File: src/sv/s256_pkg.sv
package s256_pkg;

  localparam int unsigned QueueDepth = 2;

  // Byte-side commands handed from the front part to the compression engine
  typedef enum logic [1:0] {
    CMD_BLOCK  = 2'd0,  // compress a full message block
    CMD_FINAL  = 2'd1,  // compress the last block and emit the digest
    CMD_FINAL2 = 2'd2,  // compress a padding block, then a length-only block, emit
    CMD_FINALP = 2'd3   // compress a full data block, then a pad-and-length block, emit
  } cmd_t;

  typedef struct packed {
    cmd_t       cmd;
    logic [511:0] blk;
    logic [63:0]  bits;
  } job_t;

  localparam logic [255:0] InitH = {
    32'h6a09e667, 32'hbb67ae85, 32'h3c6ef372, 32'ha54ff53a,
    32'h510e527f, 32'h9b05688c, 32'h1f83d9ab, 32'h5be0cd19
  };

  function automatic logic [31:0] round_k(input logic [5:0] i);
    logic [31:0] k;
    case (i)
      6'd0: k = 32'h428a2f98; 6'd1: k = 32'h71374491; 6'd2: k = 32'hb5c0fbcf;
      6'd3: k = 32'he9b5dba5; 6'd4: k = 32'h3956c25b; 6'd5: k = 32'h59f111f1;
      6'd6: k = 32'h923f82a4; 6'd7: k = 32'hab1c5ed5; 6'd8: k = 32'hd807aa98;
      6'd9: k = 32'h12835b01; 6'd10: k = 32'h243185be; 6'd11: k = 32'h550c7dc3;
      6'd12: k = 32'h72be5d74; 6'd13: k = 32'h80deb1fe; 6'd14: k = 32'h9bdc06a7;
      6'd15: k = 32'hc19bf174; 6'd16: k = 32'he49b69c1; 6'd17: k = 32'hefbe4786;
      6'd18: k = 32'h0fc19dc6; 6'd19: k = 32'h240ca1cc; 6'd20: k = 32'h2de92c6f;
      6'd21: k = 32'h4a7484aa; 6'd22: k = 32'h5cb0a9dc; 6'd23: k = 32'h76f988da;
      6'd24: k = 32'h983e5152; 6'd25: k = 32'ha831c66d; 6'd26: k = 32'hb00327c8;
      6'd27: k = 32'hbf597fc7; 6'd28: k = 32'hc6e00bf3; 6'd29: k = 32'hd5a79147;
      6'd30: k = 32'h06ca6351; 6'd31: k = 32'h14292967; 6'd32: k = 32'h27b70a85;
      6'd33: k = 32'h2e1b2138; 6'd34: k = 32'h4d2c6dfc; 6'd35: k = 32'h53380d13;
      6'd36: k = 32'h650a7354; 6'd37: k = 32'h766a0abb; 6'd38: k = 32'h81c2c92e;
      6'd39: k = 32'h92722c85; 6'd40: k = 32'ha2bfe8a1; 6'd41: k = 32'ha81a664b;
      6'd42: k = 32'hc24b8b70; 6'd43: k = 32'hc76c51a3; 6'd44: k = 32'hd192e819;
      6'd45: k = 32'hd6990624; 6'd46: k = 32'hf40e3585; 6'd47: k = 32'h106aa070;
      6'd48: k = 32'h19a4c116; 6'd49: k = 32'h1e376c08; 6'd50: k = 32'h2748774c;
      6'd51: k = 32'h34b0bcb5; 6'd52: k = 32'h391c0cb3; 6'd53: k = 32'h4ed8aa4a;
      6'd54: k = 32'h5b9cca4f; 6'd55: k = 32'h682e6ff3; 6'd56: k = 32'h748f82ee;
      6'd57: k = 32'h78a5636f; 6'd58: k = 32'h84c87814; 6'd59: k = 32'h8cc70208;
      6'd60: k = 32'h90befffa; 6'd61: k = 32'ha4506ceb; 6'd62: k = 32'hbef9a3f7;
      default: k = 32'hc67178f2;
    endcase
    return k;
  endfunction

endpackage

File: src/sv/s256_front.sv
// Collect bytes into a block register; hand full or closing blocks to the queue
module s256_front (
  input  logic              clk,
  input  logic              rst_n,
  input  logic              in_push,
  output logic              in_full,
  input  logic [7:0]        in_data_byte,
  input  logic              in_has_byte,
  input  logic              in_last,
  output logic              job_valid,
  input  logic              job_ready,
  output s256_pkg::job_t    job
);

  logic [511:0] blk_r, blk_nxt;
  logic [5:0]   fill_r, fill_nxt;
  logic [60:0]  cnt_r, cnt_nxt;
  logic         acc;
  logic [6:0]   nfill;
  logic [60:0]  ncnt;
  logic [511:0] wblk, pblk;
  logic         close;
  logic [9:0]   sh;

  assign close = in_last;
  assign in_full = !job_ready;
  assign acc = in_push && !in_full;

  always_comb begin
    wblk  = blk_r;
    nfill = {1'b0, fill_r};
    ncnt  = cnt_r;
    sh    = 10'(9'd504 - {fill_r, 3'b000});
    if (in_has_byte) begin
      wblk  = (blk_r & ~(512'hff << sh)) | (512'(in_data_byte) << sh);
      nfill = 7'({1'b0, fill_r} + 7'd1);
      ncnt  = cnt_r + 61'd1;
    end
    // place the pad byte after the last data byte and clear the rest of the block
    pblk = wblk & ~(512'h0 - 512'h1 >> {nfill[5:0], 3'b000}) ;
    pblk = pblk | (nfill[6] ? 512'h0 : (512'h80 << 10'(9'd504 - {nfill[5:0], 3'b000})));
    if (nfill[6]) pblk = wblk;
  end

  always_comb begin
    job_valid = 1'b0;
    job.cmd   = s256_pkg::CMD_BLOCK;
    job.blk   = wblk;
    job.bits  = {ncnt, 3'b000};
    blk_nxt   = blk_r;
    fill_nxt  = fill_r;
    cnt_nxt   = cnt_r;
    if (acc) begin
      blk_nxt  = wblk;
      fill_nxt = nfill[5:0];
      cnt_nxt  = ncnt;
      if (close) begin
        job_valid = 1'b1;
        fill_nxt  = '0;
        cnt_nxt   = '0;
        if (nfill[6]) begin
          // block is all data; the pad byte goes into the length block
          job.cmd = s256_pkg::CMD_FINALP;
          job.blk = wblk;
        end else if (nfill > 7'd55) begin
          job.cmd = s256_pkg::CMD_FINAL2;
          job.blk = pblk;
        end else begin
          job.cmd = s256_pkg::CMD_FINAL;
          job.blk = {pblk[511:64], ncnt, 3'b000};
        end
      end else if (nfill[6]) begin
        job_valid = 1'b1;
        job.cmd   = s256_pkg::CMD_BLOCK;
      end
    end
  end

  always_ff @(posedge clk) begin
    blk_r <= blk_nxt;
    if (!rst_n) begin
      fill_r <= '0;
      cnt_r  <= '0;
    end else begin
      fill_r <= fill_nxt;
      cnt_r  <= cnt_nxt;
    end
  end

endmodule

File: config.mk
export PLATFORM = sky130hd
export DESIGN_NAME = s256_front
export DESIGN_NICKNAME = d
export VERILOG_FILES = /design/src/sv/s256_pkg.sv /design/src/sv/s256_front.sv
export SDC_FILE = /design/constraint.sdc
export NUM_CORES = 2
export LEC_CHECK = 0
export CAP_MARGIN = 20
export CORE_MARGIN = 2
export CORE_UTILIZATION = 30
export CTS_CLUSTER_SIZE = 14
export DETAILED_ROUTE_END_ITERATION = 8
export DONT_BUFFER_PORTS = 1
export GPL_TIMING_DRIVEN = 0
export SETUP_SLACK_MARGIN = 0.15
export SLEW_MARGIN = 20
export SYNTH_ARGS = -nofsm -noshare
export SYNTH_HDL_FRONTEND = slang
export SYNTH_SLANG_ARGS = --single-unit
export TNS_END_PERCENT = 50
File: constraint.sdc
create_clock -name clk -period 23 [get_ports clk]
set_clock_uncertainty 0.2 [all_clocks]
set_input_delay 2.3 -clock clk [delete_from_list [all_inputs] [get_ports clk]]
set_output_delay 2.3 -clock clk [all_outputs]
set_load 0.02 [all_outputs]
After elaboration in Yosys (flattened, before gate mapping)
Index checks and enable logic that the tools add are counted.

Register bits after elaboration: 579. Latch bits: 0. Bits in writable memories: 0. Bits in read-only memories: 0. Input port bits: 14. Word-level logic and storage cells: 34. Memories kept: 0.

Add/sub/neg operators: 4. Multiply operators: 0. Div/mod/pow operators: 0. $lt $le $gt $ge: 1. Equal/unequal tests: 0. Shift-type cells: 4. Mux-type cells: 14. Bitwise logic cells: 6. Reductions and logical operators: 2.

Operators by type and width (number): 514-bit 2-to-1 mux (3); 512-bit 2-to-1 mux (3); 512-bit AND (2); 512-bit inverter (2); 512-bit OR (2); 8-bit by 10-bit left shift with 512-bit output, first input constant (2); 8-bit by 10-bit left shift with 512-bit output (1); 512-bit by 9-bit >> shifter with 512-bit output, first input constant (1); 61-bit 2-to-1 mux (2); 61-bit by 1-bit adder with 61-bit output, second input constant (1); 9-bit by 9-bit subtractor with 10-bit output, first input constant (2); 6-bit by 1-bit adder with 7-bit output, second input constant (1); 7-bit by 6-bit > comparator with 1-bit output, second input constant (1); 7-bit 2-to-1 mux (1); 6-bit 2-to-1 mux (1); 1-bit 2-to-1 mux (3); 2-bit 2-to-1 mux (1); 1-bit logical AND (1); 1-bit zero test (1).

Logic depth before layout (Yosys ltp)
Depth after elaboration: 12. Gate-level depth with buffers: 11. Depth with buffers taken out: 8.

Worst setup path before layout
Ideal clock, no wire load.

Path kind: input to output. From: input port job_ready. To: output port job[87] (netlist bit). Arrival time: 18967 ps. Path slack: 1533 ps. Cell stages on the path: 7. Path buffers: 3. Cell sequence: nand2_1 clkbuf_1 inv_1 clkbuf_1 clkbuf_1 o2111ai_1 a2bb2oi_1.

RTL lines: from (decl) (RTL line s256_front.sv:11) `input logic job_ready,`; to (decl) (RTL line s256_front.sv:12) `output s256_pkg::job_t job`.

==> impl_metrics.py <==
metrics = {
    "die": {
        "design.core.area_um2": 101000,
        "die_w_um": 323,
        "die-area_um2": 105000,
        "die_h_um": 323,
        "pin_count": 594,
        "num_rows": 117,
        "start_util_pct": 30.2,
    },
    "placed_design": {
        "dp_hpwl_um": 110000,
        "gp_congestion": 0.963,
        "numPortBuffers": 0,
    },
    "finish": {
        "mostFrequentLayoutCells": "512 x edfxtp_1, 343 x a22o_1, 213 x inv_1, 211 x a22oi_1, 198 x nor2_1",
        "nets": 2960,
        "drive_gt1_share_pct": 7.58,
        "area_growth_pct": 15.1,
        "fill_cells": 10212,
        "layout_commonest_cell": "edfxtp_1",
    },
    "global_route": {
        "overflow": 0,
        "grt_max_degree": 56,
        "grt_pass1_wl_um": 197000,
        "first_global_vias": 23473,
        "grt_usage_pct": 27.1,
        "antenna_found_initial": 4,
    },
    "run": {
        "cap_violations": 0,
    },
    "clock_network": {
        "post-cts-setup-buffer-count": 0,
        "cts_tree": "yes",
        "path_clk_slew_ns": 0.06,
        "clockBufferDepth": 3,
        "post_cts_resized": 0,
        "cts_made_buffers": 72,
        "cts-root-buf": "clkbuf_16",
        "clk_latency_ns": 0.64,
        "hold_buffers": 0,
        "clock_sinks": 579,
        "h-tree-depth": 3,
    },
    "detailed_routing": {
        "wl_um": 149000,
        "drt_iter0_drc": 3211,
        "drt_first_pass_iters": 6,
        "via_per_inst": 5.91,
        "drc": 0,
        "wl_per_cell_um": 34.1,
        "num_vias": 25812,
        "drtAntennaViolNets": 0,
    },
    "timing": {
        "rsz0062_at_grt": "no",
        "post-route-period-util_pct": 40.4,
        "post-route-min-period_ns": 9.29,
        "maxSlewHeadroom_pct": 12.7,
        "tns_ns": 0,
        "whs_ns": 0.280,
        "hold_viol_final": 0,
        "max_freq_mhz": 108,
        "setup_viol": 0,
        "finalMaxSlewViolations": 0,
        "tightest_slew_ns": 1.30,
    },
    "run_status": {
        "status": "finished clean",
    },
    "logic_synthesis": {
        "yosys_register_bits": 579,
        "synth_area_per_cell_um2": 10.8,
        "synth.area.top_cells": "edfxtp_1 50%, a22o_1 9.8%, a22oi_1 5.2%, dfxtp_1 4.4%, nor2b_1 2.9%",
        "synthArstFlopShare_pct": 0,
        "synthesis.instances": 2841,
        "yosysTopAreaCellShare_pct": 50.2,
        "synth.largest_area_cell": "edfxtp_1",
        "synth_edf_count": 512,
        "syn_area_um2": 30600,
        "synth.distinct_cells": 77,
        "yosysSeqAreaShare_pct": 54.6,
        "ys_warn_count": 0,
        "synth_ff_type": "edfxtp_1",
    },
    "pwr": {
        "p_leak_nw": 13.6,
        "p_comb_share_pct": 10.1,
        "seq_power_share_pct": 44.8,
        "ir_worst_vdd_uv": 48.6,
        "switching_power_w": 0.000698,
        "p_per_area_nw_per_um2": 75.3,
        "p_int_w": 0.00196,
        "swShare_pct": 26.3,
        "p_clk_share_pct": 45.1,
    },
    "critical_path": {
        "required_ns": 20.50,
        "startpoint_type": "input port",
        "crit_type": "input port to primary output",
        "cp_max_fo": 10,
        "setup.worst_path.end_class": "primary output",
        "cp.arrival_ns": 6.79,
    },
    "min_path": {
        "hold_class": "flip-flop to flip-flop",
    },
}
layer usage:
layer	wire [um]	vias up	GRT usage (%)
li1	-	10878	-
met1	56700	13059	33.0
met2	67800	1587	43.0
met3	17700	282	10.5
met4	6490	6	10.9
met5	34	-	0
sequential cells by signal, indices dropped and copies added (netlist names):
name    count
blk_r     512
cnt_r      61
fill_r      6
worst max-delay path, stage by stage:
cell and delay (ns):
buf_2 0.28, nand3_1 0.44, a21oi_1 0.59, clkbuf_1 0.71
nand3_1 0.33, clkbuf_1 0.40, nor2_1 0.66, clkbuf_1 0.54
a21boi_0 0.54
power groups by stage:
stage                     combinational [W]  clock (W)  sequential (W)
after CTS                          0.000264    0.00121         0.00119
after floorplan                    0.000173          0         0.00124
after detailed placement           0.000263          0         0.00121
after global routing               0.000277    0.00125         0.00119
final                              0.000267    0.00120         0.00119
after global placement             0.000254          0         0.00125
final timing paths:
path | start | end | slack, ns | cells past startpoint
setup / recovery | in_last | job[525] | 13.71 | 9
hold / removal | cnt_r[29] | cnt_r[29] | 0.28 | 2
setup reg to reg | fill_r[0] | blk_r[312] | 18.99 | 9
hold reg to reg | cnt_r[29] | cnt_r[29] | 0.28 | 2
cells in the mapped netlist, types with 4 or more instances:
cell,number
xor2_1,31
o22ai_1,43
nor4_4,6
ha_1,6
nand2_1,157
and3b_1,4
dfxtp_1,67
a21boi_0,47
buf_2,23
a32o_1,5
a22oi_1,212
nand4_1,24
nor2_1,201
or2_2,8
a21o_1,7
o2bb2ai_1,12
inv_1,213
nor4_1,13
nor4_2,4
a31oi_1,15
o21ai_1,10
or3_1,9
clkbuf_2,4
edfxtp_1,512
o31a_1,8
and3_1,53
buf_4,5
nor3b_1,6
and4_1,8
nand3_1,36
o21ai_0,85
and2_1,78
clkbuf_1,187
nor3_1,22
a22o_1,343
xnor2_2,4
buf_1,12
nand2b_1,10
xnor2_1,33
o31ai_1,13
nor2b_1,140
o21a_1,71
a21oi_1,43
kinds of logic after synthesis:
logic type                 after synthesis  share of synthesized area (%)
and+or+nand+nor                        799                           13.9
adders and majority gates                6                          0.245
xor gates and xnor gates                69                           2.10
other                                    1                         0.0123
buffers and inverters                  447                           5.72
muxes                                    4                          0.143
DFF                                    579                           54.6
AOI/OAI and AO/OA                      936                           23.3
final cells by class:
type | count | area, um^2 | area share (%)
clock buffer | 90 | 2000 | 5.67
tap | 1368 | 1710 | 4.86
inverter | 214 | 803 | 2.28
buffer | 233 | 952 | 2.70
clock inverter | 39 | 442 | 1.25
antenna | 6 | 15.0 | 0.0426
sequential | 579 | 16700 | 47.5
timing repair buffer | 23 | 389 | 1.10
multi-input combinational | 1817 | 12200 | 34.6
per-stage QoR:
step	setup slack (ns)	utilization, %	area [um^2]	cells	total power [W]
final	13.71	34.7	35200	4369	0.00265
after global routing	13.64	34.7	35200	4363	0.00272
after CTS	13.99	34.7	35200	4361	0.00266
after detailed placement	13.95	32.3	32700	4232	0.00147
after global placement	-8.28	31.9	32300	4211	0.00151
after floorplan	1.53	-	30600	2843	0.00141
Power figures use the tool's default switching activity.
