==> src/sv/s256_pkg.sv <==
package s256_pkg;

  localparam int unsigned QueueDepth = 2;

  // Byte-side commands handed from the front part to the compression engine
  typedef enum logic [1:0] {
    CMD_BLOCK  = 2'd0,  // compress a full message block
    CMD_FINAL  = 2'd1,  // compress the last block and emit the digest
    CMD_FINAL2 = 2'd2,  // compress a padding block, then a length-only block, emit
    CMD_FINALP = 2'd3   // compress a full data block, then a pad-and-length block, emit
  } cmd_t;

  typedef struct packed {
    cmd_t       cmd;
    logic [511:0] blk;
    logic [63:0]  bits;
  } job_t;

  localparam logic [255:0] InitH = {
    32'h6a09e667, 32'hbb67ae85, 32'h3c6ef372, 32'ha54ff53a,
    32'h510e527f, 32'h9b05688c, 32'h1f83d9ab, 32'h5be0cd19
  };

  function automatic logic [31:0] round_k(input logic [5:0] i);
    logic [31:0] k;
    case (i)
      6'd0: k = 32'h428a2f98; 6'd1: k = 32'h71374491; 6'd2: k = 32'hb5c0fbcf;
      6'd3: k = 32'he9b5dba5; 6'd4: k = 32'h3956c25b; 6'd5: k = 32'h59f111f1;
      6'd6: k = 32'h923f82a4; 6'd7: k = 32'hab1c5ed5; 6'd8: k = 32'hd807aa98;
      6'd9: k = 32'h12835b01; 6'd10: k = 32'h243185be; 6'd11: k = 32'h550c7dc3;
      6'd12: k = 32'h72be5d74; 6'd13: k = 32'h80deb1fe; 6'd14: k = 32'h9bdc06a7;
      6'd15: k = 32'hc19bf174; 6'd16: k = 32'he49b69c1; 6'd17: k = 32'hefbe4786;
      6'd18: k = 32'h0fc19dc6; 6'd19: k = 32'h240ca1cc; 6'd20: k = 32'h2de92c6f;
      6'd21: k = 32'h4a7484aa; 6'd22: k = 32'h5cb0a9dc; 6'd23: k = 32'h76f988da;
      6'd24: k = 32'h983e5152; 6'd25: k = 32'ha831c66d; 6'd26: k = 32'hb00327c8;
      6'd27: k = 32'hbf597fc7; 6'd28: k = 32'hc6e00bf3; 6'd29: k = 32'hd5a79147;
      6'd30: k = 32'h06ca6351; 6'd31: k = 32'h14292967; 6'd32: k = 32'h27b70a85;
      6'd33: k = 32'h2e1b2138; 6'd34: k = 32'h4d2c6dfc; 6'd35: k = 32'h53380d13;
      6'd36: k = 32'h650a7354; 6'd37: k = 32'h766a0abb; 6'd38: k = 32'h81c2c92e;
      6'd39: k = 32'h92722c85; 6'd40: k = 32'ha2bfe8a1; 6'd41: k = 32'ha81a664b;
      6'd42: k = 32'hc24b8b70; 6'd43: k = 32'hc76c51a3; 6'd44: k = 32'hd192e819;
      6'd45: k = 32'hd6990624; 6'd46: k = 32'hf40e3585; 6'd47: k = 32'h106aa070;
      6'd48: k = 32'h19a4c116; 6'd49: k = 32'h1e376c08; 6'd50: k = 32'h2748774c;
      6'd51: k = 32'h34b0bcb5; 6'd52: k = 32'h391c0cb3; 6'd53: k = 32'h4ed8aa4a;
      6'd54: k = 32'h5b9cca4f; 6'd55: k = 32'h682e6ff3; 6'd56: k = 32'h748f82ee;
      6'd57: k = 32'h78a5636f; 6'd58: k = 32'h84c87814; 6'd59: k = 32'h8cc70208;
      6'd60: k = 32'h90befffa; 6'd61: k = 32'ha4506ceb; 6'd62: k = 32'hbef9a3f7;
      default: k = 32'hc67178f2;
    endcase
    return k;
  endfunction

endpackage

==> src/sv/s256_core.sv <==
// One SHA-256 round per cycle, message schedule as a 16-word window
module s256_core (
  input  logic           clk,
  input  logic           rst_n,
  input  logic           job_valid,
  output logic           job_ready,
  input  s256_pkg::job_t job,
  output logic           out_empty,
  input  logic           out_pop,
  output logic [63:0]    out_digest_word,
  output logic [1:0]     out_word_index,
  output logic           out_last_word
);

  typedef enum logic [3:0] {
    ST_IDLE = 4'b0001,
    ST_RUN  = 4'b0010,
    ST_ADD  = 4'b0100,
    ST_OUT  = 4'b1000
  } state_t;

  state_t        st_r, st_nxt;
  logic [255:0]  h_r, h_nxt;
  logic [255:0]  v_r, v_nxt;
  logic [511:0]  w_r, w_nxt;
  logic [5:0]    rnd_r, rnd_nxt;
  logic          fin_r, fin_nxt;
  logic          more_r, more_nxt;
  logic          pad_r, pad_nxt;
  logic [63:0]   bits_r, bits_nxt;
  logic [1:0]    idx_r, idx_nxt;
  logic [31:0]   a, b, c, d, e, f, g, hh, w0, t1, t2, s0, s1, wn;
  logic [255:0]  hsum;

  function automatic logic [31:0] rr(input logic [31:0] x, input int n);
    return (x >> n) | (x << (32 - n));
  endfunction

  always_comb begin
    {a, b, c, d, e, f, g, hh} = v_r;
    w0 = w_r[511:480];
    t1 = hh + (rr(e, 6) ^ rr(e, 11) ^ rr(e, 25)) + ((e & f) ^ (~e & g))
       + s256_pkg::round_k(rnd_r) + w0;
    t2 = (rr(a, 2) ^ rr(a, 13) ^ rr(a, 22)) + ((a & b) ^ (a & c) ^ (b & c));
    s0 = rr(w_r[479:448], 7) ^ rr(w_r[479:448], 18) ^ (w_r[479:448] >> 3);
    s1 = rr(w_r[63:32], 17) ^ rr(w_r[63:32], 19) ^ (w_r[63:32] >> 10);
    wn = w0 + s0 + w_r[223:192] + s1;
    for (int i = 0; i < 8; i++) hsum[i*32 +: 32] = h_r[i*32 +: 32] + v_r[i*32 +: 32];
  end

  assign job_ready       = st_r == ST_IDLE;
  assign out_empty       = st_r != ST_OUT;
  assign out_digest_word = h_r[255 - 64*idx_r -: 64];
  assign out_word_index  = idx_r;
  assign out_last_word   = idx_r == 2'd3;

  always_comb begin
    st_nxt = st_r; h_nxt = h_r; v_nxt = v_r; w_nxt = w_r; rnd_nxt = rnd_r;
    fin_nxt = fin_r; more_nxt = more_r; pad_nxt = pad_r; bits_nxt = bits_r;
    idx_nxt = idx_r;
    case (st_r)
      ST_IDLE: if (job_valid) begin
        w_nxt    = job.blk;
        v_nxt    = h_r;
        rnd_nxt  = '0;
        bits_nxt = job.bits;
        fin_nxt  = job.cmd != s256_pkg::CMD_BLOCK;
        more_nxt = (job.cmd == s256_pkg::CMD_FINAL2) || (job.cmd == s256_pkg::CMD_FINALP);
        pad_nxt  = job.cmd == s256_pkg::CMD_FINALP;
        st_nxt   = ST_RUN;
      end
      ST_RUN: begin
        v_nxt   = {t1 + t2, a, b, c, d + t1, e, f, g};
        w_nxt   = {w_r[479:0], wn};
        rnd_nxt = 6'(rnd_r + 6'd1);
        if (rnd_r == 6'd63) st_nxt = ST_ADD;
      end
      ST_ADD: begin
        h_nxt = hsum;
        if (more_r) begin
          // second closing block: pad byte only when the first was all data, then the length
          v_nxt    = hsum;
          w_nxt    = {(pad_r ? 8'h80 : 8'h00), 440'h0, bits_r};
          more_nxt = 1'b0;
          pad_nxt  = 1'b0;
          st_nxt   = ST_RUN;
        end else if (fin_r) begin
          idx_nxt = '0;
          st_nxt  = ST_OUT;
        end else begin
          st_nxt = ST_IDLE;
        end
      end
      ST_OUT: if (out_pop) begin
        idx_nxt = 2'(idx_r + 2'd1);
        if (idx_r == 2'd3) begin
          h_nxt  = s256_pkg::InitH;
          st_nxt = ST_IDLE;
        end
      end
      default: st_nxt = ST_IDLE;
    endcase
  end

  always_ff @(posedge clk) begin
    v_r <= v_nxt; w_r <= w_nxt; bits_r <= bits_nxt;
    if (!rst_n) begin
      st_r <= ST_IDLE; h_r <= s256_pkg::InitH; rnd_r <= '0;
      fin_r <= 1'b0; more_r <= 1'b0; pad_r <= 1'b0; idx_r <= '0;
    end else begin
      st_r <= st_nxt; h_r <= h_nxt; rnd_r <= rnd_nxt;
      fin_r <= fin_nxt; more_r <= more_nxt; pad_r <= pad_nxt; idx_r <= idx_nxt;
    end
  end

endmodule

==> config.mk <==
export PLATFORM = sky130hd
export DESIGN_NAME = s256_core
export DESIGN_NICKNAME = d
export VERILOG_FILES = /design/src/sv/s256_pkg.sv /design/src/sv/s256_core.sv
export SDC_FILE = /design/constraint.sdc
export NUM_CORES = 2
export LEC_CHECK = 0
export BUFFER_PORTS_ARGS = -buffer_cell sky130_fd_sc_hd__buf_2
export CORE_MARGIN = 2
export CORE_UTILIZATION = 56
export CTS_BUF_LIST = sky130_fd_sc_hd__clkbuf_8 sky130_fd_sc_hd__clkbuf_16
export DETAILED_ROUTE_END_ITERATION = 10
export GPL_ROUTABILITY_DRIVEN = 0
export PLACE_DENSITY = 0.76
export SYNTH_ARGS = -nofsm -noshare
export SYNTH_HDL_FRONTEND = slang
export SYNTH_SLANG_ARGS = --single-unit
==> constraint.sdc <==
create_clock -name clk -period 26.4 [get_ports clk]
set_clock_uncertainty 0.1 [all_clocks]
set_input_delay 1.32 -clock clk [delete_from_list [all_inputs] [get_ports clk]]
set_output_delay 1.32 -clock clk [all_outputs]
set_load 0.1 [all_outputs]
-- Word level (Yosys, flattened, before mapping)
Memory sizes are Yosys's and may differ from the RTL's. A register that Yosys moved wholly into a read port is not among the register bits.
Cells that the tools add are included.
- $add $sub $neg: 21
- equality and inequality tests: 16
- bitwise logic cells: 27
- reductions and logical operators: 14
- multiplexer cells: 30
- shifts and indexed selects: 1
- operators with widths (operator ; count):
    512-bit one-hot mux with 3 select lines ; 1
    256-bit 2-to-1 mux ; 4
    512-bit 2-to-1 mux ; 2
    256-bit one-hot mux with 3 select lines ; 1
    32-bit adder ; 18
    256-bit one-hot mux with 2 select lines ; 1
    319-bit by 33-bit indexed part select with 64-bit output ; 1
    32-bit XOR ; 9
    32-bit bitwise AND ; 5
    32-bit inverter ; 1
    10-bit by 32-bit bitwise OR with 32-bit output ; 1
    13-bit by 32-bit bitwise OR with 32-bit output ; 1
    14-bit by 32-bit bitwise OR with 32-bit output ; 1
    15-bit by 32-bit bitwise OR with 32-bit output ; 1
    19-bit by 32-bit bitwise OR with 32-bit output ; 1
    21-bit by 32-bit bitwise OR with 32-bit output ; 1
    25-bit by 32-bit bitwise OR with 32-bit output ; 1
    26-bit by 32-bit bitwise OR with 32-bit output ; 1
    30-bit by 32-bit bitwise OR with 32-bit output ; 1
    7-bit by 32-bit bitwise OR with 32-bit output ; 1
    32-bit by 22-bit XOR with 32-bit output ; 1
    32-bit by 29-bit XOR with 32-bit output ; 1
    4-bit 2-to-1 mux ; 6
    6-bit 2-to-1 mux ; 3
    other kinds (24) ; 45
- register bits after elaboration: 1103
- bits in read-only memories: 2048
- memories: 1
- logic and storage cells: 120
- bits of input ports: 582
- memories (memory ; words ; width ; rd ports ; clocked after memory_dff ; write ports ; RTL line ; source):
    (name not given) ; 64 ; 32 ; 1 ; 1 ; 0 ; s256_pkg.sv:26 ; case (i)

-- Depth between registers and ports, before layout
- word-level depth: 9
- depth in mapped cells: 34
- mapped depth without buffers: 33

-- Worst setup path before layout
Ideal clock, no wire load.
- kind: input-to-reg
- start point: input port job_valid
- end point: register v_r[0], enable pin
- setup slack: 6.773 ns
- data required time: 20.995 ns
- cell stages on the path: 3
- path buffers: 0
- arrival time: 14.222 ns
- cell sequence: and3b_1 o21ai_1 nand2_1
- longest elaborated chain between the ends: 2
- ends and longest elaborated chain (what ; RTL line ; source):
    start, declared ; s256_core.sv:5 ; input logic job_valid,
    2-bit != test (no source line) ; -- ;
    3-bit AND reduction (no source line) ; -- ;
    end signal, assigned ; s256_core.sv:106 ; v_r <= v_nxt; w_r <= w_nxt; bits_r <= bits_nxt;
    end, declared ; s256_core.sv:24 ; logic [255:0] v_r, v_nxt;
Every way passes these cells.
A chain may end at the register's enable or synchronous reset.

-- Worst setup path in the final report
- start point: register v_r[122]
- end point: register v_r[253], data pin
- longest elaborated chain between the ends: 9
- ends and longest elaborated chain (what ; RTL line ; source):
    21-bit by 32-bit bitwise OR with 32-bit output or 26-bit by 32-bit bitwise OR with 32-bit output (tied branches) ; s256_core.sv:36 ; return (x >> n) | (x << (32 - n));
    32-bit XOR (2 in a row) ; s256_core.sv:42 ; t1 = hh + (rr(e, 6) ^ rr(e, 11) ^ rr(e, 25)) + ((e & f) ^ (~e & g))
    32-bit adder ; s256_core.sv:42 ;
    32-bit adder * ; s256_core.sv:42 ;
    32-bit adder * (2 in a row) ; s256_core.sv:43 ; + s256_pkg::round_k(rnd_r) + w0;
    32-bit adder * ; s256_core.sv:73 ; v_nxt = {t1 + t2, a, b, c, d + t1, e, f, g};
    256-bit one-hot mux with 3 select lines * ; s256_core.sv:61 ; case (st_r)
    net v_nxt[253] ; s256_core.sv:24 ;
Mark *: on every way through the listed nets, which the timed path passes. The rest lies on a longest branch.

==> impl_metrics.ini <==
[synth]
synth.area.top_cells = edfxtp_1 34%, dfxtp_1 8.2%, ha_1 6.6%
yosysTopAreaCellShare = 0.337
ys_dominant_reg_cell = edfxtp_1
ys_types = 103
seq_area_frac_synth = 0.419
syn-cell-area_sq_mm = 0.0742
synthTopCellsByCount = 832 x edfxtp_1, 786 x nand2_1, 499 x inv_1
ys_ff_latch = 1135
syn_avg_cell_area_sq_um = 10.1
yosys_warnings = 0
synth_edf_count = 832
synthCells = 7342
syn_nets = 8509
synthArstFlopShare = 0
yosysMostFrequentCell = edfxtp_1
synth_top_area_cell = edfxtp_1

[cts]
htreeDepth = 3
clk_latency_ns = 0.79
clk_pin_slew_ns = 0.06
postCtsSetupBuffers = 0
cts_made_buffers = 120
cts_hold_buf = 0
cts_resized = 0
cts.sinks = 1135
cts_tree = built
cts_root_buffer = clkbuf_16
cts_buffer_depth = 3

[route]
vias_per_cell = 6.71
drt-met1-wl_mm = 99.8
wl_met3_mm = 38.4
drc = 0
route.met2.wl_mm = 116
drt_iter0_markers = 10500
wl_per_cell_microns = 28.3
top_layer = met5
ant_nets = 0
vias = 64700
first_pass_iters = 11
wirelength_mm = 273

[sta]
fin_crit_sh = 0.327
grt_setup_unrepaired = no
worst_pin_slew_ns = 1.17
slew_headroom = 0.218
setup_viol = 0
tns_ns = 0
finalHoldViolCount = 0
fmax_ghz = 0.116
drv_slew = 0
period_minus_slack_ns = 8.64

[critical_path]
critPathRequiredTime_ns = 26.81
cp-start-kind = register
rrSetupSlack_ns = 17.76
cpMostUsedCell = fa_1
path_max_fanout = 6
cp-end-kind = register
slowest_delay_ns = 0.61
crit_type = reg -> reg
crit_slowest_cell = edfxtp_1
worstPathArrival_ns = 9.05

[floorplanning]
core_region_area_sq_mm = 0.131
io_pins = 651
start_util = 0.564
dieWidth_microns = 368
num_rows = 133
dieArea_sq_mm = 0.135
dieHeight_microns = 368

[place]
io_buffers = 650
dp_hpwl_mm = 201

[finish]
post-route-util = 0.628
syn2layout_area_growth_pct = 11.3
drive_gt1_frac = 0.133
nets = 8915

[flow_run]
cap_violations = 0

[outcome]
outcome = finished, final reports clean

[global_routing]
grt_pass1_wl_mm = 391
grt_pass1_vias = 60400
antenna_found_initial = 44
grt.overflow.total = 0
grt_max_degree = 204
grt_use_total = 0.387

[hold_path]
hp-class = reg -> reg
[placed cells by master, fill, tap and decap left out, types with 58 or more instances in the layout]
cell,instances
a21o_1,223
a21oi_1,489
a22o_1,447
a22oi_1,261
buf_2,649
buf_4,66
clkbuf_16,122
dfxtp_1,301
edfxtp_1,832
fa_1,195
ha_1,390
inv_1,536
mux4_2,65
nand2_1,784
nand3_1,74
nor2_1,299
nor3_1,67
o21a_1,58
o21ai_0,402
o21ai_1,97
xnor2_1,336
xor2_1,246
[sequential cells by signal, summed over array words and instances, names as in the netlist, named ones only]
signal / flops
h_r: 256
pad_r: 1
rnd_r: 6
st_r: 4
v_r: 256
fin_r: 1
w_r: 512
more_r: 1
out_word_index: 2
bits_r: 64
[per-layer routing]
layer	vias to the layer above	global-route usage
li1	27900	-
met1	31000	0.511
met2	4866	0.559
met3	939	0.124
met4	26	0.218
met5	-	0
[final timing paths]
path | cells past startpoint | to | start
worst max-delay path | 29 | v_r[253]$_DFFE_PP_ | v_r[122]$_DFFE_PP_
worst min-delay path | 2 | h_r[245]$_SDFFE_PN0P_ | h_r[245]$_SDFFE_PN0P_
worst max register to register | 29 | v_r[253]$_DFFE_PP_ | v_r[122]$_DFFE_PP_
worst min register to register | 2 | h_r[245]$_SDFFE_PN0P_ | h_r[245]$_SDFFE_PN0P_
[critical path, delay by kind of cell, from the launching register on]
family          cells  cell delay [ns]
simple gates        4             0.69
flops               1             0.61
compound gates     11             2.92
buf+inv             4             0.29
fa+ha+maj           7             2.92
xor+xnor            3             0.83
[cell families (layout without fill, tap and decap cells)]
kind of cell / count (synthesis) / in the layout / synth area share
AOI/OAI and AO/OA: 2495 / 2495 / 0.231
and+or+nand+nor: 1492 / 1492 / 0.0882
DFF: 1135 / 1135 / 0.419
buffers and inverters: 938 / 1446 / 0.0477
adders and majority gates: 587 / 587 / 0.119
xor gates and xnor gates: 583 / 583 / 0.0690
muxes: 112 / 112 / 0.0266
other: 0 / 35 / 0
[final cells by class]
cell class	count	area, sq um
sequential	1135	31100
clock inverter	91	663
timing repair buffer	718	3800
multi-input combinational	5269	39700
antenna	35	87.6
clock buffer	133	3200
tap	1755	2200
inverter	504	1890
fill	10600	48900
[stage by stage]
stage / area (sq um) / std cells / setup slack, ns / hold slack [ns]
2_1_floorplan: 74200 / 7342 / 6.77 / 0.349
3_3_place_gp: 78600 / 9381 / 18.19 / 0.376
3_5_place_dp: 78600 / 9381 / 18.06 / 0.388
4_1_cts: 82500 / 9605 / 18.00 / 0.396
5_1_grt: 82600 / 9635 / 17.48 / 0.421
6_report: 82600 / 9640 / 17.76 / 0.401
Power is not shown: default switching activity piles up to over one toggle a cycle in this logic, so the estimate is an artifact.
