==> src/sv/s256_pkg.sv <==
package s256_pkg;

  localparam int unsigned QueueDepth = 2;

  // Byte-side commands handed from the front part to the compression engine
  typedef enum logic [1:0] {
    CMD_BLOCK  = 2'd0,  // compress a full message block
    CMD_FINAL  = 2'd1,  // compress the last block and emit the digest
    CMD_FINAL2 = 2'd2,  // compress a padding block, then a length-only block, emit
    CMD_FINALP = 2'd3   // compress a full data block, then a pad-and-length block, emit
  } cmd_t;

  typedef struct packed {
    cmd_t       cmd;
    logic [511:0] blk;
    logic [63:0]  bits;
  } job_t;

  localparam logic [255:0] InitH = {
    32'h6a09e667, 32'hbb67ae85, 32'h3c6ef372, 32'ha54ff53a,
    32'h510e527f, 32'h9b05688c, 32'h1f83d9ab, 32'h5be0cd19
  };

  function automatic logic [31:0] round_k(input logic [5:0] i);
    logic [31:0] k;
    case (i)
      6'd0: k = 32'h428a2f98; 6'd1: k = 32'h71374491; 6'd2: k = 32'hb5c0fbcf;
      6'd3: k = 32'he9b5dba5; 6'd4: k = 32'h3956c25b; 6'd5: k = 32'h59f111f1;
      6'd6: k = 32'h923f82a4; 6'd7: k = 32'hab1c5ed5; 6'd8: k = 32'hd807aa98;
      6'd9: k = 32'h12835b01; 6'd10: k = 32'h243185be; 6'd11: k = 32'h550c7dc3;
      6'd12: k = 32'h72be5d74; 6'd13: k = 32'h80deb1fe; 6'd14: k = 32'h9bdc06a7;
      6'd15: k = 32'hc19bf174; 6'd16: k = 32'he49b69c1; 6'd17: k = 32'hefbe4786;
      6'd18: k = 32'h0fc19dc6; 6'd19: k = 32'h240ca1cc; 6'd20: k = 32'h2de92c6f;
      6'd21: k = 32'h4a7484aa; 6'd22: k = 32'h5cb0a9dc; 6'd23: k = 32'h76f988da;
      6'd24: k = 32'h983e5152; 6'd25: k = 32'ha831c66d; 6'd26: k = 32'hb00327c8;
      6'd27: k = 32'hbf597fc7; 6'd28: k = 32'hc6e00bf3; 6'd29: k = 32'hd5a79147;
      6'd30: k = 32'h06ca6351; 6'd31: k = 32'h14292967; 6'd32: k = 32'h27b70a85;
      6'd33: k = 32'h2e1b2138; 6'd34: k = 32'h4d2c6dfc; 6'd35: k = 32'h53380d13;
      6'd36: k = 32'h650a7354; 6'd37: k = 32'h766a0abb; 6'd38: k = 32'h81c2c92e;
      6'd39: k = 32'h92722c85; 6'd40: k = 32'ha2bfe8a1; 6'd41: k = 32'ha81a664b;
      6'd42: k = 32'hc24b8b70; 6'd43: k = 32'hc76c51a3; 6'd44: k = 32'hd192e819;
      6'd45: k = 32'hd6990624; 6'd46: k = 32'hf40e3585; 6'd47: k = 32'h106aa070;
      6'd48: k = 32'h19a4c116; 6'd49: k = 32'h1e376c08; 6'd50: k = 32'h2748774c;
      6'd51: k = 32'h34b0bcb5; 6'd52: k = 32'h391c0cb3; 6'd53: k = 32'h4ed8aa4a;
      6'd54: k = 32'h5b9cca4f; 6'd55: k = 32'h682e6ff3; 6'd56: k = 32'h748f82ee;
      6'd57: k = 32'h78a5636f; 6'd58: k = 32'h84c87814; 6'd59: k = 32'h8cc70208;
      6'd60: k = 32'h90befffa; 6'd61: k = 32'ha4506ceb; 6'd62: k = 32'hbef9a3f7;
      default: k = 32'hc67178f2;
    endcase
    return k;
  endfunction

endpackage

==> src/sv/s256_queue.sv <==
// Short job queue between the byte collector and the compression engine
module s256_queue #(
  parameter int unsigned DEPTH = s256_pkg::QueueDepth
) (
  input  logic           clk,
  input  logic           rst_n,
  input  logic           wr_valid,
  output logic           wr_ready,
  input  s256_pkg::job_t wr_job,
  output logic           rd_valid,
  input  logic           rd_ready,
  output s256_pkg::job_t rd_job
);

  localparam int unsigned AW = (DEPTH > 1) ? $clog2(DEPTH) : 1;

  s256_pkg::job_t      mem_r [DEPTH];
  logic [AW-1:0]       wp_r, rp_r;
  logic [AW:0]         cnt_r;
  logic                wr, rd;

  assign wr_ready = cnt_r != (AW+1)'(DEPTH);
  assign rd_valid = cnt_r != '0;
  assign rd_job   = mem_r[rp_r];
  assign wr = wr_valid && wr_ready;
  assign rd = rd_valid && rd_ready;

  always_ff @(posedge clk) begin
    if (wr) mem_r[wp_r] <= wr_job;
    if (!rst_n) begin
      wp_r  <= '0;
      rp_r  <= '0;
      cnt_r <= '0;
    end else begin
      if (wr) wp_r <= (wp_r == AW'(DEPTH - 1)) ? '0 : AW'(wp_r + 1'b1);
      if (rd) rp_r <= (rp_r == AW'(DEPTH - 1)) ? '0 : AW'(rp_r + 1'b1);
      cnt_r <= (AW+1)'(cnt_r + (AW+1)'(wr) - (AW+1)'(rd));
    end
  end

endmodule

==> config.mk <==
export PLATFORM = sky130hd
export DESIGN_NAME = s256_queue
export DESIGN_NICKNAME = d
export VERILOG_FILES = /design/src/sv/s256_pkg.sv /design/src/sv/s256_queue.sv
export SDC_FILE = /design/constraint.sdc
export NUM_CORES = 1
export LEC_CHECK = 0
export BUFFER_PORTS_ARGS = -buffer_cell sky130_fd_sc_hd__clkbuf_2
export CAP_MARGIN = 20
export CORE_AREA = 5 5 452 454
export CTS_CLUSTER_DIAMETER = 120
export CTS_CLUSTER_SIZE = 20
export DETAILED_ROUTE_END_ITERATION = 12
export DIE_AREA = 0 0 457 459
export SYNTH_ARGS = -nofsm -noshare
export SYNTH_HDL_FRONTEND = slang
export SYNTH_SLANG_ARGS = --single-unit
==> constraint.sdc <==
create_clock -name clk -period 13.9 [get_ports clk]
set_input_delay 0 -clock clk [delete_from_list [all_inputs] [get_ports clk]]
set_output_delay 0 -clock clk [all_outputs]
set_load 0.03 [all_outputs]
* Word level (Yosys, flattened, before mapping)
Memory sizes are Yosys's and may differ from the RTL's. A register that Yosys moved wholly into a read port is not among the register bits. Index checks and enable logic that the tools add are counted.
Storage, ports and cells: flip-flop bits (word level) 4, latch bits 0, RAM bits 1156, ROM bits 0, input port bits 582, output and inout bits 580, word-level logic and storage cells 18, memories 1
Operators by class: add/subtract/negate cells 4, multipliers 0, div/mod/pow operators 0, $lt $le $gt $ge 0, equality and inequality tests 1, shift-type cells 0, multiplexer cells 6, bitwise logic cells 0, reductions and logical operators 3
Memories:
- mem_r | words 2, width 578, read ports 1, clocked after Yosys merged registers in 1, wr ports 1, RTL line s256_queue.sv:17 | s256_pkg::job_t mem_r [DEPTH];
Operators with widths (count):
- $mux 1 | 6
- $add 1x1->1 const B | 2
- $add 2x1->2 | 1
- $logic_and 1x1->1 | 2
- $ne 2x2->1 const B | 1
- $reduce_bool 2->1 | 1
- $sub 2x1->2 | 1

* Depth between registers and ports, before layout
Gate-level depths: netlist of the first run.
depth in word-level cells 4, depth in mapped cells 6, gate-level depth less buffers 6

* Least setup slack after synthesis of the first run
Ideal clock, no wire load.
kind reg2reg, start reg cnt_r[0], end mem mem_r[1][0] (netlist name) (enable), setup time 1024 ps, data arrival time 13975 ps, required time 12876 ps, setup slack -1099 ps, stages on the path, launching flop included 3, buffers on the path 0, period minus slack after synthesis 14999 ps, cells stage by stage dfxtp_1 nand2b_1 and3_1
Between the ends: longest elaborated chain between the ends 4
RTL lines:
- start, declared | RTL line s256_queue.sv:19 | logic [AW:0] cnt_r;
- start signal, assigned | RTL line s256_queue.sv:37 | cnt_r <= (AW+1)'(cnt_r + (AW+1)'(wr) - (AW+1)'(rd));
- $ne 2x2->1 | RTL line s256_queue.sv:22 | assign wr_ready = cnt_r != (AW+1)'(DEPTH);
- named net wr_ready | RTL line s256_queue.sv:8 | output logic wr_ready,
- $logic_and 1x1->1 | RTL line s256_queue.sv:25 | assign wr = wr_valid && wr_ready;
- $mux 1 | RTL line s256_queue.sv:29 | if (wr) mem_r[wp_r] <= wr_job;
- $mux 1 (not written as such) | RTL line s256_queue.sv:29
- end, declared | RTL line s256_queue.sv:17
The timed path passes the listed nets, and every way through them passes these cells.

==> flow_summary.yaml, run 1 <==
power_and_ir_drop:
  p_sw_share_pct: 33.5
  combPwrFrac_pct: 33.1
  ir_drop_mv: 0.141
  p_sw_mw: 3.27
  power_leakage_nw: 24.7
  total_power_mw: 9.75
  cellPowerDensity_nw_per_um2: 151
  seqPwrFrac_pct: 44.7
  p_clk_share_pct: 22.1
  p_int_mw: 6.49
synthesis:
  avgSynthCellArea_sq_um: 24.1
  async_flop_share_pct: 0
  synth-edff-count: 1156
  synth_cell_types: 26
  ys_ff_latch: 1161
  synth-main-ff-cell: "edfxtp_1"
  netlist_instances: 1827
  netlist_area_sq_um: 44100
  ys.warnings.count: 0
  ys_seq_area_share_pct: 79.0
  syn_nets: 2410
clocking:
  numCtsBuffers: 72
  path_clk_slew_ns: 0.08
  ctsResizeCount: 0
  insertion_delay_ns: 0.68
  clockBufferDepth: 3
  clkSinkCount: 1161
  cts_tree: "built"
  ctsHtreeMaxLevel: 3
  root_buffer: "clkbuf_16"
timing:
  hold_viol: 0
  rsz0062_at_grt: "no"
  slew_headroom_pct: 13.5
  drv_slew: 0
  fin_crit_ns: 4.90
  timing.hold.ws_ns: 0.0864
  fmax_ghz: 0.204
  setup_violations: 0
  skew_ns: 0.0300
  period_share_pct: 35.2
  setup_tns_ns: 0
  worst_pin_slew_ns: 1.30
global_route:
  grt_pass1_vias: 27500
  grt_max_degree: 130
  grt_pass1_wl_um: 205000
  grtUsageTotal_pct: 13.5
  antenna_found_initial: 91
  grt.overflow.total: 0
finish:
  regArea_sq_um: 34800
  final_cells: 6684
  drive_above_1_share_pct: 46.4
  multi_input_area_sq_um: 8550
  design_area_sq_um: 64500
  fin_nets: 4563
  syn2layout_area_growth_pct: 46.2
  nFillCells: 19100
run_status:
  status: "finished, final reports clean"
routing:
  dr_total_vias: 26200
  drc: 0
  wirelength_um: 149000
  drt_first_iter_violations: 1656
  viasPerCell: 3.93
  wl_per_cell_um: 22.3
  ant_nets: 0
  drt-pass1-iter-count: 5
die:
  die_w_um: 457
  io_pins: 1162
  die_area_sq_um: 210000
  initial_utilization_pct: 22.1
  fp.coreArea_sq_um: 199000
  fp-row-count: 164
  die_h_um: 459
setup_path:
  cp-start-kind: "register"
  critPathRequiredTime_ns: 13.90
  cp_slowest_cell: "dfxtp_4"
  arrival_ns: 4.90
  slowest_delay_ns: 1.04
  endpoint_kind: "primary output"
  cpMostUsedCell: "buf_4"
  crit_fanout: 106
  path_cells: "buf_4 > buf_12 > buf_4 > mux2_4 > clkbuf_2"
  path_class: "reg -> out"
place:
  gp_congestion: 0.838
  placed_area_sq_um: 52700
  dp.cells: 5602
  io_buffer_count: 1161
  dp_hpwl_um: 109000
min_path:
  hold_path.class: "in -> reg"
job:
  max_cap_violations: 0
## synthesized netlist by cell type, types with 2 or more instances
cell type  instances  area, sq um
buf_8             15          225
and2_1             3         18.8
edfxtp_1        1156        34700
a21bo_2            2         20.0
dfxtp_1            5          100
nand2b_1           2         12.5
mux2_4           500         7510
mux2_2            78          878
nor2_1             2         7.51
o21ai_0            2         10.0
buf_6             41          462
buf_2              6         30.0
buf_4              2         15.0
## layout make-up
class | instances | area share, %
antenna | 35 | 0.136
timing repair buffer | 2143 | 24.2
inverter | 1 | 0.0175
clock buffer | 75 | 2.91
sequential | 1161 | 54.0
multi-input combinational | 601 | 13.3
clock inverter | 12 | 0.305
tap | 2656 | 5.15
## worst paths after layout
path | slack, ns | start | to | cells past startpoint
worst max-delay path | 9.00 | register | rd_job[494] | 5
worst min-delay path | 0.09 | wr_job[76] | mem_r[0][76]$_DFFE_PP_ | 2
worst max register to register | 9.37 | cnt_r[0]$_SDFF_PN0_ | mem_r[1][489]$_DFFE_PP_ | 5
worst min register to register | 0.60 | wp_r$_SDFFE_PN0P_ | wp_r$_SDFFE_PN0P_ | 2
## cells by family (layout without fill, tap and decap cells)
group	count (synthesis)	in the layout	share of synthesized area [%]
AND/OR/NAND/NOR	13	13	0.167
flip-flops	1161	1161	79.0
multiplexers	579	579	19.0
buffers and inverters	65	2231	1.67
AO/OA/AOI/OAI	7	7	0.122
adder cells (fa/ha/maj)	1	1	0.0284
other	0	35	0
XOR/XNOR	1	1	0.0199
## power by group through the flow
stage | sequential (mW) | combinational (mW) | clock, mW
floorplan | 4.57 | 2.16 | 0
global placement | 4.43 | 3.03 | 0
detailed placement | 4.45 | 3.04 | 0
CTS | 4.36 | 3.29 | 2.25
global route | 4.39 | 3.38 | 2.38
finish | 4.36 | 3.23 | 2.16
## flip-flops by register name, indices dropped and copies added (netlist names), named ones only
register / count
mem_r: 1156
cnt_r: 2
rp_r: 1
wp_r: 1
## critical path, delay by kind of cell (launching register included)
kind | cells | cell delay (ns)
buf+inv | 4 | 2.46
flops | 1 | 1.04
mux | 1 | 0.35
## routing by layer
metal / wire length [um] / share of wire, % / track usage (%) / vias up
met5: 368 / 0.25 / 0 / -
met4: 3830 / 2.6 / 3.24 / 64
met3: 15600 / 10 / 5.82 / 238
met2: 70200 / 47 / 22.4 / 1157
met1: 59000 / 40 / 16.2 / 13200
li1: - / - / - / 11600
## cells in the final DEF, fill, tap and decap left out, types with 3 or more instances in the layout
| master | instances |
|---|---|
| and2_1 | 3 |
| buf_12 | 3 |
| buf_4 | 19 |
| clkbuf_16 | 75 |
| clkbuf_2 | 1161 |
| clkinv_8 | 3 |
| dfxtp_1 | 4 |
| diode_2 | 35 |
| dlygate4sd3_1 | 960 |
| edfxtp_1 | 1156 |
| inv_16 | 3 |
| mux2_2 | 78 |
| mux2_4 | 500 |
## stage by stage
step | worst slack (ns) | util [%]
6_report | 9.00 | 32.4
5_1_grt | 8.72 | 32.3
4_1_cts | 8.86 | 32.3
3_5_place_dp | 9.31 | 26.5
3_3_place_gp | 9.34 | 26.5
2_1_floorplan | 0.955 | -
## repair_timing
item,in CTS,in global routing
hold buffers,960,0
setup buffers,0,0
endpoints found under the hold margin,1161,0
Note: power is estimated with default switching activity, not from simulation.
==> inputs of run 2 (changes only) <==
- clock period: 13.9 -> 3.98 ns (I/O delays scaled with it)
==> flow_summary.yaml, run 2 (synthesized netlist as in run 1, its figures left out) <==
run_status:
  status: "finished, final reports clean"
finish:
  fin_nets: 4561
  syn2layout_area_growth_pct: 46.4
  layout_commonest_cell: "clkbuf_2"
  drive_above_1_share_pct: 46.9
  largest_register_ffs: 1156
  final_cell_mix: "1,161 x clkbuf_2, 1,156 x edfxtp_1, 943 x dlygate4sd3_1, 500 x mux2_4, 78 x mux2_2"
  final_cells: 6685
  largest-register: "mem_r"
  largest_registers: "mem_r (1156), cnt_r (2)"
setup_path:
  cp-start-kind: "register"
  cp_slowest_cell: "dfxtp_4"
  slowest_delay_ns: 0.68
  r2r_end: "mem_r[0][192]$_DFFE_PP_"
  cpMostUsedCell: "buf_12"
  r2r_cells: 5
  critPathTopFamily: "buffers and inverters"
  endpoint_kind: "primary output"
  path_buf_inv: 3
  endpoint: "rd_job[5]"
  path_class: "reg -> out"
  crit_fanout: 64
  arrival_ns: 2.78
  path_cells: "buf_12 > buf_12 > mux2_2 > clkbuf_2"
  r2r_start: "cnt_r[0]$_SDFF_PN0_"
  reg2reg_slack_ns: 1.50
  worst-path-stages: 4
  critPathRequiredTime_ns: 3.98
die:
  initial_utilization_pct: 22.1
  fp-row-count: 164
  die_w_um: 457
  die_h_um: 459
  io_pins: 1162
  die_area_sq_um: 210000
  fp.coreArea_sq_um: 199000
power_and_ir_drop:
  seqPwrFrac_pct: 45.0
  p_int_mw: 22.5
  combPwrFrac_pct: 33.5
  ir_drop_mv: 0.446
  cellPowerDensity_nw_per_um2: 522
  power_leakage_nw: 24.7
  p_sw_mw: 11.2
  p_clk_share_pct: 21.6
  p_sw_share_pct: 33.2
clocking:
  clockBufferDepth: 3
  ctsResizeCount: 0
  path_clk_slew_ns: 0.08
  cts_tree: "built"
  cts_setup_buffers: 0
  root_buffer: "clkbuf_16"
  ctsHtreeMaxLevel: 3
  cts_hold_buf: 943
  clkSinkCount: 1161
  numCtsBuffers: 70
  insertion_delay_ns: 0.70
timing:
  worst_pin_slew_ns: 1.07
  period_share_pct: 69.9
  hold_viol: 0
  drv_slew: 0
  setup_violations: 0
  skew_ns: 0.0277
  rsz0062_at_grt: "no"
  slew_headroom_pct: 28.5
  timing.hold.ws_ns: 0.0762
  fin_crit_ns: 2.78
  fmax_ghz: 0.360
global_route:
  use_met3_pct: 5.54
  grtUsageTotal_pct: 13.4
  antenna_found_initial: 87
  grt_util_met1_pct: 15.1
  use_met2_pct: 22.7
  top_usage_layer: "met2"
  grt_pass1_wl_um: 204000
  grt_max_degree: 153
  grt_pass1_vias: 27900
  grt.overflow.total: 0
routing:
  dr_total_vias: 26000
  wl_per_cell_um: 22.0
  viasPerCell: 3.89
  ant_nets: 0
  wirelength_um: 147000
  drt_first_iter_violations: 1710
  drc: 0
  drt-pass1-iter-count: 5
job:
  max_cap_violations: 0
place:
  dp_hpwl_um: 108000
  io_buffer_count: 1161
  gp_congestion: 0.821
  dp.cells: 5619
min_path:
  hold_path.class: "in -> reg"
run 2: final cells by class:
type                       instances  area, sq um
multi-input combinational        601         8560
tap                             2656         3320
timing repair buffer            2143        15800
sequential                      1161        34800
fill                           19100       135000
clock inverter                    10          115
clock buffer                      73         1810
inverter                           1         7.51
antenna                           40          100
run 2: metal layers:
| metal | share of wire [%] | wire [um] | up-vias |
|---|---|---|---|
| met2 | 49 | 71400 | 1141 |
| met3 | 9.4 | 13900 | 271 |
| li1 | - | - | 11600 |
| met1 | 38 | 55600 | 13000 |
| met4 | 3.9 | 5720 | 58 |
| met5 | 0.25 | 363 | - |
run 2: worst min path at each step:
stage | cells past startpoint | startpoint | slack [ns] | to
after floorplan | 0 | wr_job[0] | 0.1 | mem_r[0][0]$_DFFE_PP_
after global placement | 1 | wr_job[552] | 0.19 | mem_r[0][552]$_DFFE_PP_
after detailed placement | 1 | wr_job[386] | 0.19 | mem_r[1][386]$_DFFE_PP_
after CTS | 2 | wr_job[466] | 0.00001 | mem_r[0][466]$_DFFE_PP_
after global routing | 2 | wr_job[166] | 0.006 | mem_r[0][166]$_DFFE_PP_
final | 2 | wr_job[166] | 0.08 | mem_r[0][166]$_DFFE_PP_
run 2: power groups by stage:
stage	Sequential, mW	Combinational (mW)	Clock (mW)
floorplan	15.8	7.56	0
global placement	15.4	10.6	0
detailed placement	15.5	10.6	0
CTS	15.2	11.4	7.57
global route	15.3	11.8	8.04
finish	15.2	11.3	7.27
run 2: metrics by stage:
stage               total power, mW  setup WS (ns)  instance area (sq um)  util, %  TNS (ns)
floorplan                      23.4          -5.78                  44100        -  -5665.06
global placement               26.0           1.47                  53100     26.6         0
detailed placement             26.0           1.47                  53100     26.6         0
CTS                            34.2           1.02                  64400     32.3         0
global route                   35.1           1.00                  64500     32.4         0
finish                         33.7           1.20                  64500     32.4         0
